<file path="src/rtl/ssra_pkg.sv">
// Shared constants, types and helpers of the swap slot allocator.
package ssra_pkg;

  localparam int SLOT_COUNT = 16384;
  localparam int GROUP_SIZE = 2048;
  localparam int NUM_GROUPS = (SLOT_COUNT + GROUP_SIZE - 1) / GROUP_SIZE;

  localparam int ADDR_W    = $clog2(SLOT_COUNT);
  localparam int CNT_W     = $clog2(SLOT_COUNT + 1);
  localparam int FREE_W    = $clog2(GROUP_SIZE + 1);
  localparam int GRP_SHIFT = $clog2(GROUP_SIZE);
  localparam int GIDX_W    = (NUM_GROUPS > 1) ? $clog2(NUM_GROUPS) : 1;
  localparam int GC_W      = $clog2(NUM_GROUPS + 1);
  localparam int POS_W     = ((CNT_W > GC_W + GRP_SHIFT) ? CNT_W : GC_W + GRP_SHIFT) + 1;

  // fixed field widths
  localparam int KIND_W      = 3;
  localparam int OFF_W       = 17;
  localparam int BASE_W      = 16;
  localparam int USABLE_W    = 15;
  localparam int USED_W      = 15;
  localparam int STATUS_W    = 2;
  localparam int BYTE_W      = 8;
  localparam int CFG_IDX_W   = 1;
  localparam int CFG_DATA_W  = 16;
  localparam int IN_TDATA_W  = 24;
  localparam int OUT_FIELD_W = OFF_W + 1 + BYTE_W + USED_W;
  localparam int OUT_TDATA_W = 48;

  localparam logic [6:0]        COUNT_MAX  = 7'h7f;
  localparam logic [BYTE_W-1:0] CACHE_MARK = 8'h80;
  localparam logic [USED_W-1:0] USED_MAX   = '1;

  localparam logic [STATUS_W-1:0] STATUS_OK      = 2'd0;
  localparam logic [STATUS_W-1:0] STATUS_NO_SLOT = 2'd1;
  localparam logic [STATUS_W-1:0] STATUS_REFUSED = 2'd2;
  localparam logic [STATUS_W-1:0] STATUS_RANGE   = 2'd3;

  localparam logic [CFG_IDX_W-1:0] REG_USABLE = 1'b0;
  localparam logic [CFG_IDX_W-1:0] REG_BASE   = 1'b1;

  typedef enum logic [KIND_W-1:0] {
    KIND_ALLOC = 3'd0,
    KIND_PUT   = 3'd1,
    KIND_INC   = 3'd2,
    KIND_UNSET = 3'd3,
    KIND_FREE  = 3'd4,
    KIND_READ  = 3'd5
  } kind_t;

  typedef enum logic [2:0] {
    ST_CLEAR,
    ST_IDLE,
    ST_READ,
    ST_MODIFY,
    ST_GROUP,
    ST_SCAN,
    ST_GRANT,
    ST_FAIL
  } state_t;

  typedef struct packed {
    logic clr_step;
    logic load_item;
    logic rd_issue;
    logic commit_single;
    logic grp_next;
    logic grp_enter;
    logic scan_issue;
    logic commit_grant;
    logic commit_fail;
  } ctrl_cmd_t;

  typedef struct packed {
    logic refill;
    logic clr_done;
    logic grp_none;
    logic grp_empty;
    logic scan_hit;
    logic scan_more;
  } dp_sts_t;

  function automatic logic [POS_W-1:0] grp_start(input logic [GC_W-1:0] g);
    return POS_W'(g) << GRP_SHIFT;
  endfunction

  // slots in group g for a given usable count
  function automatic logic [FREE_W-1:0] grp_size(input logic [CNT_W-1:0] usable,
                                                 input logic [GC_W-1:0]  g);
    logic [POS_W-1:0] start;
    logic [POS_W-1:0] left;
    start = grp_start(g);
    left  = POS_W'(usable) - start;
    if (start >= POS_W'(usable)) begin
      return '0;
    end
    if (left < POS_W'(GROUP_SIZE)) begin
      return FREE_W'(left);
    end
    return FREE_W'(GROUP_SIZE);
  endfunction

endpackage

</file>
<file path="src/rtl/ssra_ctrl.sv">
// Controller: sequences clearing, single-slot updates and the allocate scan.
module ssra_ctrl (
  input  logic                        clk,
  input  logic                        rst_n,
  input  logic                        in_tvalid,
  input  logic [ssra_pkg::KIND_W-1:0] in_kind,
  output logic                        in_tready,
  output logic                        out_tvalid,
  input  logic                        out_tready,
  input  ssra_pkg::dp_sts_t           sts,
  output ssra_pkg::ctrl_cmd_t         cmd
);

  ssra_pkg::state_t state_r;
  ssra_pkg::state_t state_nxt;
  logic             out_valid_r;
  logic             out_free;
  logic             commit;

  assign out_free   = !out_valid_r || out_tready;
  assign commit     = cmd.commit_single || cmd.commit_grant || cmd.commit_fail;
  assign in_tready  = state_r == ssra_pkg::ST_IDLE;
  assign out_tvalid = out_valid_r;

  always_ff @(posedge clk) begin
    if (!rst_n) begin
      state_r     <= ssra_pkg::ST_CLEAR;
      out_valid_r <= 1'b0;
    end else begin
      state_r <= state_nxt;
      if (commit) begin
        out_valid_r <= 1'b1;
      end else if (out_tready) begin
        out_valid_r <= 1'b0;
      end
    end
  end

  always_comb begin
    state_nxt = state_r;
    cmd       = '0;
    unique case (state_r)
      ssra_pkg::ST_CLEAR: begin
        if (sts.clr_done) begin
          state_nxt = ssra_pkg::ST_IDLE;
        end else begin
          cmd.clr_step = 1'b1;
        end
      end
      ssra_pkg::ST_IDLE: begin
        if (in_tvalid) begin
          cmd.load_item = 1'b1;
          state_nxt = (in_kind == ssra_pkg::KIND_ALLOC) ? ssra_pkg::ST_GROUP
                                                        : ssra_pkg::ST_READ;
        end
      end
      ssra_pkg::ST_READ: begin
        cmd.rd_issue = 1'b1;
        state_nxt    = ssra_pkg::ST_MODIFY;
      end
      ssra_pkg::ST_MODIFY: begin
        if (out_free) begin
          cmd.commit_single = 1'b1;
          state_nxt         = ssra_pkg::ST_IDLE;
        end
      end
      ssra_pkg::ST_GROUP: begin
        priority if (sts.grp_none) begin
          state_nxt = ssra_pkg::ST_FAIL;
        end else if (sts.grp_empty) begin
          cmd.grp_next = 1'b1;
        end else begin
          cmd.grp_enter = 1'b1;
          state_nxt     = ssra_pkg::ST_SCAN;
        end
      end
      ssra_pkg::ST_SCAN: begin
        // compare of the byte read last cycle overlaps the next read
        priority if (sts.scan_hit) begin
          state_nxt = ssra_pkg::ST_GRANT;
        end else if (sts.scan_more) begin
          cmd.scan_issue = 1'b1;
        end else begin
          cmd.grp_next = 1'b1;
          state_nxt    = ssra_pkg::ST_GROUP;
        end
      end
      ssra_pkg::ST_GRANT: begin
        if (out_free) begin
          cmd.commit_grant = 1'b1;
          state_nxt        = ssra_pkg::ST_IDLE;
        end
      end
      ssra_pkg::ST_FAIL: begin
        if (out_free) begin
          cmd.commit_fail = 1'b1;
          state_nxt       = ssra_pkg::ST_IDLE;
        end
      end
      default: begin
        state_nxt = ssra_pkg::ST_CLEAR;
      end
    endcase
    // new usable count restarts the clearing pass
    if (sts.refill) begin
      state_nxt = ssra_pkg::ST_CLEAR;
    end
  end

endmodule

</file>
<file path="config.mk">
export PLATFORM = sky130hd
export DESIGN_NAME = ssra_ctrl
export DESIGN_NICKNAME = d
export VERILOG_FILES = /design/src/rtl/ssra_pkg.sv /design/src/rtl/ssra_ctrl.sv
export SDC_FILE = /design/constraint.sdc
export NUM_CORES = 1
export LEC_CHECK = 0
export BUFFER_PORTS_ARGS = -buffer_cell sky130_fd_sc_hd__buf_2
export CORE_AREA = 2 2 39 41
export DETAILED_ROUTE_END_ITERATION = 7
export DIE_AREA = 0 0 41 43
export PLACE_DENSITY = 0.69
export SYNTH_ARGS = -nofsm -noshare
export SYNTH_HDL_FRONTEND = slang
export SYNTH_SLANG_ARGS = --single-unit
</file>
<file path="constraint.sdc">
create_clock -name clk -period 2.3 [get_ports clk]
set_input_delay 0.575 -clock clk [delete_from_list [all_inputs] [get_ports clk]]
set_output_delay 0.575 -clock clk [all_outputs]
set_load 0.02 [all_outputs]
</file>
==> results of run 1 <==
==> layout make-up <==
class	instances	area, µm²
fillers	147	857
multi-input cells	36	274
repair buffers	24	123
flip-flops and latches	4	80.1
clock buffers	3	22.5
well taps	16	20.0
inverters	2	7.51
==> critical path, cell delays in order, from the launching register on <==
cell,delay [ns]
dfxtp_1,0.38
buf_4,0.20
nor4b_4,0.28
nand2_2,0.13
o21ai_0,0.09
buf_2,0.18
==> state kept, by name, summed over array words and instances, names as in the netlist <==
name and flops:
out_tvalid 1, state_r 3
==> power breakdown <==
| part | internal [W] | switching (W) | total, W |
|---|---|---|---|
| clock network | 0.0000582 | 0.0000262 | 0.0000844 |
| registers | 0.0000721 | 0.00000582 | 0.0000779 |
| logic | 0.0000255 | 0.0000297 | 0.0000552 |
| total | 0.000156 | 0.0000617 | 0.000218 |
==> how the worst max path moves through the flow <==
stage | to | cells past startpoint
2_1_floorplan | cmd[4] | 3
3_3_place_gp | cmd[4] | 5
3_5_place_dp | cmd[4] | 5
4_1_cts | cmd[4] | 5
5_1_grt | cmd[4] | 5
6_report | cmd[4] | 5
==> metal layers <==
metal,part of all wire (%),vias to the layer above
li1,-,217
met1,44,187
met2,46,22
met3,10,0
met4,0,0
met5,0,-
==> cells in the mapped netlist (2+ instances only) <==
| library cell | number | area, µm² |
|---|---|---|
| dfxtp_1 | 4 | 80.1 |
| nor2_1 | 4 | 15.0 |
| a211oi_2 | 3 | 37.5 |
| buf_6 | 3 | 33.8 |
| mux2i_1 | 3 | 30.0 |
| o21ai_0 | 3 | 15.0 |
| nand2_1 | 2 | 7.51 |
| nand2b_1 | 2 | 12.5 |
| nor3_1 | 2 | 10.0 |
| nor4_1 | 2 | 12.5 |
==> through the flow <==
stage | total power (W) | setup WS [ns] | hold WS (ns) | std cells
final | 0.000218 | 0.247 | 0.568 | 85
after detailed placement | 0.000135 | 0.364 | 0.576 | 82
after CTS | 0.000221 | 0.228 | 0.581 | 85
after floorplan | 0.000115 | 0.335 | 0.526 | 45
after global placement | 0.000134 | 0.404 | 0.558 | 82
after global routing | 0.000237 | 0.0835 | 0.620 | 85
==> cell families (layout without fill, tap and decap cells) <==
group | Yosys count | after routing
AOI/OAI and AO/OA | 11 | 11
and+or+nand+nor | 22 | 22
muxes | 3 | 3
buffers and inverters | 5 | 29
DFF | 4 | 4
==> cells in the final DEF (no fill, tap or decap), types with 2 or more instances in the layout <==
master and count:
buf_2 23, dfxtp_1 4, nor4_1 2, nor2_1 4, nor3_1 2, nand2_1 2, nand2b_1 2, o21ai_0 3
clkbuf_4 3, a211oi_2 3, mux2i_1 3
==> results.md, run 1 <==
- Total die area: 1760 µm²
- Clk sinks: 4
- Hold depth: 2
- Crit share post-route: 89.3%
- Post-CTS setup buffers: 0
- Top Usage Layer GRT: met2
- Syn Inst Count: 45
- Vias: 426
- Worst Setup Start Kind: register
- HPWL Detailed: 761 µm
- Die H: 43 µm
- Total CTS buffers: 3
- Post-synthesis xor/xnor area fraction: 0%
- Min Tclk post-route: 2.05 ns
- Yosys Warn Count: 0
- Wire per inst: 11.0 µm
- WHS Endpoint: out_tvalid$_SDFFE_PN0P_
- Iteration-0 DRC Markers: 11
- Required @ worst endpoint: 1.73 ns
- Ant diodes: 0
- PD cells: 413 nW/µm²
- Met2 usage: 19.4%
- Worst skew pair latency: 0.23 ns
- Final Hold Violating Endpoints: 0
- Core Box Area: 1380 µm²
- Async set-reset flop share out of synthesis: 0%
- GRT Util Overall: 12.2%
- Initial antenna violation count: 0
- Synth Area in Simple Gates: 37.7%
- Leakage: 0.233 nW
- Utilization after layout: 38.1%
- GR Util met3: 7.85%
- Share of layout cells above drive strength 1: 52.2%
- Placed cell areas: 504 µm²
- Worst-case reg-to-reg path depth: 4
- Post-Syn Area: 395 µm²
- Std-Cell Rows: 14
- Synthesized Nets: 58
- Largest family of logic cells by synthesized area: simple AND/OR/NAND/NOR gates
- Gr ovfl total: 0
- Status: finished clean
- Clock buffer depth: 2
- Mux share of post-synthesis cell area: 7.59%
- Worst Hold Class: reg2reg
- Die Width: 41 µm
- Max-slew violations: 0
- Area growth, synth to finish: 33.2%
- Worst slew pin tran: 0.424 ns
- Starting Density: 28.6%
- Nets: 84
- Cts repair resizes: 0
- Hold path startpoint: out_tvalid$_SDFFE_PN0P_
- GP Congestion: 0.739
- Arrival @ worst endpoint: 1.48 ns
- Avg Inst Size Synth: 8.79 µm²
- Worst R2R Start: state_r[1]$_SDFFE_PP0P_
- Max-Cap Viols: 0
- Crit path launch: state_r[0]$_SDFFE_PP0P_
- Residual DRC: 0
- H-tree level count: 1
- CTS root buf: clkbuf_4
- GRT met1 Usage: 14.5%
- R2R setup slack: 0.70 ns
- Worst vdd ir: 369 µV
- First-pass GRT wire length: 1460 µm
- DRT Pass-1 Iters: 4
- Final setup vio count: 0
- Setup total negative slack: 0 ns
- Compound-gate portion of the synthesized area: 24.1%
- CP endpoint kind: output pin
- RSZ-0062 raised after global routing: false
- Relative slew slack: 71.7%
- Primary FF master, synth: dfxtp_1
- TritonCTS clock tree: done
- Critical path class: reg2out
- Pin count of the biggest net entering global routing: 13
- I/O pins: 24
- Distinct cells, synth: 27
- Register area share after synthesis: 20.3%
- R2r endpoint: state_r[2]$_SDFFE_PP0P_
- Worst-path fanout max: 8
- Clk slew on worst S/H paths: 0.04 ns
- Post-synth EDFFs: 0
- Vias in the first global route: 354
- Clk_skew: 0.00146 ns
- Fmax: 0.487 GHz
- Mean number of vias per cell: 5.01
- ANT nets after route: 0
- Final Instance Area: 527 µm²
- Synth Area in Adders: 0%
- I/O Buffers: 23
- #FFs+latches synth: 4
- Routed WL: 931 µm
- # hold bufs at CTS: 0
(Power assumes the default switching activity.)
==> inputs of run 2 (changes only) <==
clock period = 2.5 ns   (was 2.3 ns; I/O delays follow)
==> run 2 against run 1 <==
Effect of this change: total power down 7.5%; sequential share of layout area rose by 0.22 points; critical path depth fell by 1; wire length shrank 3.1%; clock power is 4.0% lower; flip-flop and latch count did not move; first-iteration DRC count down 9.1%.
==> results.md, run 2 (synthesis results as in run 1) <==
- Max-slew violations: 0 (unchanged)
- Required @ worst endpoint: 1.88 ns (+0.15 ns)
- Total CTS buffers: 3 (unchanged)
- Total power: 0.000201 W (-7.5%)
- Worst Slack Setup Final: 0.334 ns (+0.0870 ns)
- ANT nets after route: 0 (unchanged)
- Setup total negative slack: 0 ns (unchanged)
- Leakage: 0.227 nW (-2.3%)
- Post-CTS setup buffers: 0 (unchanged)
- Nets: 83 (-1.2%)
- Routed WL: 902 µm (-3.1%)
- Worst slew pin tran: 0.487 ns (+0.0631 ns)
- Critical path class: reg2out
- Initial antenna violation count: 0 (unchanged)
- Gr ovfl total: 0 (unchanged)
- Cts repair resizes: 0 (unchanged)
- # hold bufs at CTS: 0 (unchanged)
- PD cells: 387 nW/µm² (-6.2%)
- I/O pins: 24 (unchanged)
- Area growth, synth to finish: 31.3%
- Clock buffer depth: 2 (unchanged)
- Crit share post-route: 86.6%
- Min Tclk post-route: 2.17 ns
- GRT Util Overall: 11.8% (-0.49 points)
- Core Box Area: 1380 µm² (unchanged)
- Die Width: 41 µm (unchanged)
- RSZ-0062 raised after global routing: false
- Starting Density: 28.6% (unchanged)
- Total die area: 1760 µm² (unchanged)
- Placed cell areas: 497 µm² (-1.5%)
- CTS root buf: clkbuf_4
- Worst Hold Class: reg2reg
- First-pass GRT wire length: 1410 µm (-3.3%)
- Post-place setup slack: 0.479 ns (+0.114 ns)
- Final Instance Area: 519 µm² (-1.4%)
- Clk slew on worst S/H paths: 0.04 ns (about the same)
- R2r endpoint: state_r[2]$_SDFFE_PP0P_
- Share of layout cells above drive strength 1: 51.5% (-0.70 points)
- Commonest non-fill, non-tap cell in the layout: buf_2
- Status: finished clean
- Most frequent cells in the layout: 23 x buf_2, 4 x nor2_1, 4 x dfxtp_1
- Final setup vio count: 0 (unchanged)
- Worst vdd ir: 332 µV (-10%)
- Worst skew pair latency: 0.23 ns (about the same)
- Fillers: 148 (+0.68%)
- H-tree level count: 1 (unchanged)
- Worst-path fanout max: 12 (+4)
- Mean number of vias per cell: 4.92 (-1.9%)
- TritonCTS clock tree: done
- Relative slew slack: 67.5% (-4.2 points)
- Fmax: 0.462 GHz
- Vias: 413 (-3.1%)
- Ant diodes: 0 (unchanged)
- Iteration-0 DRC Markers: 10 (-1)
- DRT Pass-1 Iters: 4 (unchanged)
- Multi-input gate area: 274 µm² (unchanged)
- Pin count of the biggest net entering global routing: 13 (unchanged)
- Die H: 43 µm (unchanged)
- Top reg by flops: state_r
- End of the critical path: cmd[4]
- Max-Cap Viols: 0 (unchanged)
- R2R setup slack: 0.91 ns (+0.21 ns)
- Residual DRC: 0 (unchanged)
- Clk sinks: 4 (unchanged)
- Register cell area after layout: 80.1 µm² (unchanged)
- Worst-case reg-to-reg path depth: 4 (unchanged)
- Arrival @ worst endpoint: 1.54 ns (+0.06 ns)
- I/O Buffers: 23 (unchanged)
- CP endpoint kind: output pin
- Worst R2R Start: state_r[0]$_SDFFE_PP0P_
- Vias in the first global route: 358 (+1.1%)
- Std-Cell Rows: 14 (unchanged)
- HPWL Detailed: 710 µm (-6.8%)
- Worst Setup Start Kind: register
- GP Congestion: 0.762 (+3.1%)
- Final Hold Violating Endpoints: 0 (unchanged)
- Clk_skew: 0.00126 ns (-0.000198 ns)
- Largest register FFs: 3 (unchanged)
- Crit path launch: state_r[0]$_SDFFE_PP0P_
- Wire per inst: 10.7 µm (-2.0%)
## run 2: changes by cell type in the layout (fill, tap and decap cells not counted)
cell	before	now
buf_4	1	0
## run 2: stage by stage
step | utilization (%) | hold WS, ns | cells
floorplan | - | 0.526 | 45
detailed placement | 35.9 | 0.573 | 81
CTS | 37.5 | 0.579 | 84
global placement | 35.9 | 0.558 | 81
finish | 37.5 | 0.568 | 84
global route | 37.5 | 0.625 | 84
## run 2: critical path, cell delays in order (launching register included)
cell and delay (ns):
dfxtp_1 0.61, and4bb_2 0.35, inv_1 0.04, o21ai_0 0.12, buf_2 0.18
## run 2: layer usage
| layer | up-vias | share of wire [%] | GRT usage, % |
|---|---|---|---|
| met5 | - | 0 | 0 |
| met4 | 0 | 0 | 0 |
| met3 | 0 | 9.3 | 7.85 |
| met2 | 22 | 45 | 19.4 |
| met1 | 175 | 45 | 12.9 |
| li1 | 216 | - | - |
## run 2: worst min path at each step
| stage | from | to | depth (start not counted) |
|---|---|---|---|
| floorplan | state_r[1]$_SDFFE_PP0P_ | out_tvalid$_SDFFE_PN0P_ | 2 |
| global placement | out_tvalid$_SDFFE_PN0P_ | out_tvalid$_SDFFE_PN0P_ | 2 |
| detailed placement | out_tvalid$_SDFFE_PN0P_ | out_tvalid$_SDFFE_PN0P_ | 2 |
| CTS | out_tvalid$_SDFFE_PN0P_ | out_tvalid$_SDFFE_PN0P_ | 2 |
| global route | out_tvalid$_SDFFE_PN0P_ | out_tvalid$_SDFFE_PN0P_ | 2 |
| finish | out_tvalid$_SDFFE_PN0P_ | out_tvalid$_SDFFE_PN0P_ | 2 |
## run 2: final cells by class
type	instances	area share, %
tap	16	3.86
sequential	4	15.4
clock buffer	3	4.34
multi-input combinational	36	52.8
inverter	2	1.45
timing repair buffer	23	22.2
## run 2: report_power, final
group	internal, W	switching, W	total [W]
Combinational	0.0000223	0.0000245	0.0000467
Sequential	0.0000663	0.00000721	0.0000735
Clock	0.0000538	0.0000272	0.0000810
==> inputs of run 3 (changes only) <==
GPL_TIMING_DRIVEN = 0   (was default)
==> run 3 against run 2 <==
Effect of this change: worst setup slack better by 0.15 ns; flip-flop and latch count unchanged; worst hold slack got worse by 0.0069 ns; largest cell class unchanged; maximum frequency is 7.6% higher; die area unchanged; clock skew up 0.0024 ns; total power down 0.34%; highest routed layer unchanged; via count up 0.97%; wire length down 2.0%; sequential share of layout area fell by 0.94 points.
==> results.md, run 3 (synthesis results as in run 1) <==
- Clk sinks: 4 (unchanged)
- Multi-input gate area: 274 µm² (unchanged)
- Ant diodes: 0 (unchanged)
- Status: finished clean
- Crit path launch: sts[1]
- CTS root buf: clkbuf_4
- Critical path buffer and inverter count: 3 (+1)
- Routed WL: 884 µm (-2.0%)
- Register cell area after layout: 80.1 µm² (unchanged)
- Core Box Area: 1380 µm² (unchanged)
- DRT Pass-1 Iters: 4 (unchanged)
- Min Tclk post-route: 2.01 ns (-0.153 ns)
- Mean number of vias per cell: 4.79 (-2.5%)
- Largest register FFs: 3 (unchanged)
- Total power: 0.000201 W (-0.34%)
- Initial antenna violation count: 0 (unchanged)
- Final setup vio count: 0 (unchanged)
- Total CTS buffers: 3 (unchanged)
- CP endpoint kind: output pin
- Hold depth: 2 (unchanged)
- Worst vdd ir: 209 µV (-37%)
- Crit path cell chain: buf_2, and4bb_2, inv_1, o21ai_0, buf_2
- Cts repair resizes: 0 (unchanged)
- Leakage: 0.246 nW (+8.1%)
- Worst Setup Start Kind: input port
- Clock buffer depth: 2 (unchanged)
- Pin count of the biggest net entering global routing: 11 (-2)
- Share of layout cells above drive strength 1: 53.5% (+2.1 points)
- Starting Density: 28.6% (unchanged)
- Area growth, synth to finish: 39.9%
- Die H: 43 µm (unchanged)
- Die Width: 41 µm (unchanged)
- GP Congestion: 0.760 (-0.25%)
- TritonCTS clock tree: done
- Max-slew violations: 0 (unchanged)
- Commonest non-fill, non-tap cell in the layout: buf_2
- Nets: 86 (+3.6%)
- Slowest cell delay on critical path: 0.32 ns (-0.29 ns)
- Worst slew pin tran: 0.296 ns (-0.191 ns)
- Final Hold Violating Endpoints: 0 (unchanged)
- Gr ovfl total: 0 (unchanged)
- Worst Hold Class: reg2reg
- Family with the most delay on the worst path: buffers and inverters
- Arrival @ worst endpoint: 1.39 ns (-0.15 ns)
- Post-CTS setup buffers: 0 (unchanged)
- Std-Cell Rows: 14 (unchanged)
- RSZ-0062 raised after global routing: false
- Fillers: 142 (-4.1%)
- Vias in the first global route: 381 (+6.4%)
- H-tree level count: 1 (unchanged)
- Worst-case reg-to-reg path depth: 5 (+1)
- Critical path class: in2out
- Cell depth of the worst setup path: 5 (+1)
- Relative slew slack: 80.0% (+13 points)
- Clk slew on worst S/H paths: 0.04 ns (about the same)
- Worst R2R Start: state_r[2]$_SDFFE_PP0P_
- Worst-path fanout max: 3 (-9)
- Clk_skew: 0.00364 ns (+0.00238 ns)
- Required @ worst endpoint: 1.88 ns (about the same)
- Critical path's slowest cell: and4bb_2
- I/O pins: 24 (unchanged)
- GRT Util Overall: 11.4% (-0.31 points)
- Crit share post-route: 80.5% (-6.1 points)
- Most frequent cells in the layout: 23 x buf_2, 4 x nor2_1, 4 x dfxtp_1
- # hold bufs at CTS: 0 (unchanged)
- Vias: 417 (+0.97%)
- Residual DRC: 0 (unchanged)
- Wire per inst: 10.2 µm (-5.4%)
- Worst skew pair latency: 0.22 ns (about the same)
- Iteration-0 DRC Markers: 4 (-6)
- Total die area: 1760 µm² (unchanged)
- Fmax: 0.497 GHz (+7.6%)
- I/O Buffers: 23 (unchanged)
- Max-Cap Viols: 0 (unchanged)
- ANT nets after route: 0 (unchanged)
- Hold path startpoint: out_tvalid$_SDFFE_PN0P_
- Most frequent cell on the critical path: buf_2
- PD cells: 363 nW/µm² (-6.4%)
- First-pass GRT wire length: 1460 µm (+3.9%)
- Setup total negative slack: 0 ns (unchanged)
- Top reg by flops: state_r
- HPWL Detailed: 751 µm (+5.8%)
## run 3: changes by cell type in the layout (fill, tap and decap cells not counted), sizes merged
cell / delta
buf: +3
## run 3: cell type report
| class | instances | share of cell area [%] |
|---|---|---|
| Multi-Input combinational cell | 36 | 49.5 |
| Timing Repair Buffer | 23 | 20.8 |
| Sequential cell | 4 | 14.5 |
| Buffer | 3 | 6.11 |
| Clock buffer | 3 | 4.07 |
| Tap cell | 16 | 3.62 |
| Inverter | 2 | 1.36 |
## run 3: per-stage QoR
stage / hold WS [ns] / util, % / worst slack, ns / std cells / instance area, µm²
final: 0.561 / 40.0 / 0.487 / 87 / 553
after CTS: 0.572 / 40.0 / 0.481 / 87 / 553
after detailed placement: 0.565 / 38.3 / 0.481 / 84 / 531
after global routing: 0.635 / 40.0 / 0.387 / 87 / 553
after global placement: 0.553 / 38.3 / 0.481 / 84 / 531
after floorplan: 0.526 / - / 0.435 / 45 / 395
## run 3: power breakdown
part | internal, W | switching (W)
combinational | 0.0000258 | 0.0000317
sequential | 0.0000663 | 0.00000150
clock | 0.0000534 | 0.0000218
total | 0.000146 | 0.0000549
## run 3: final timing paths
check	to	slack (ns)
max reg2reg	state_r[2]$_SDFFE_PP0P_	1.13
max	cmd[4]	0.49
min reg2reg	out_tvalid$_SDFFE_PN0P_	0.56
min	out_tvalid$_SDFFE_PN0P_	0.56
## run 3: tightest hold or removal path, stage by stage (launching register included)
cell	delay, ns
dfxtp_1	0.30
nand2b_1	0.11
a21boi_0	0.10
## run 3: per-layer routing
layer | wire [µm] | part of all wire, % | GRT usage, %
met1 | 405 | 46 | 15.8
met2 | 387 | 44 | 18.4
met3 | 91 | 10 | 1.57
met4 | 0 | 0 | 2.00
met5 | 0 | 0 | 0
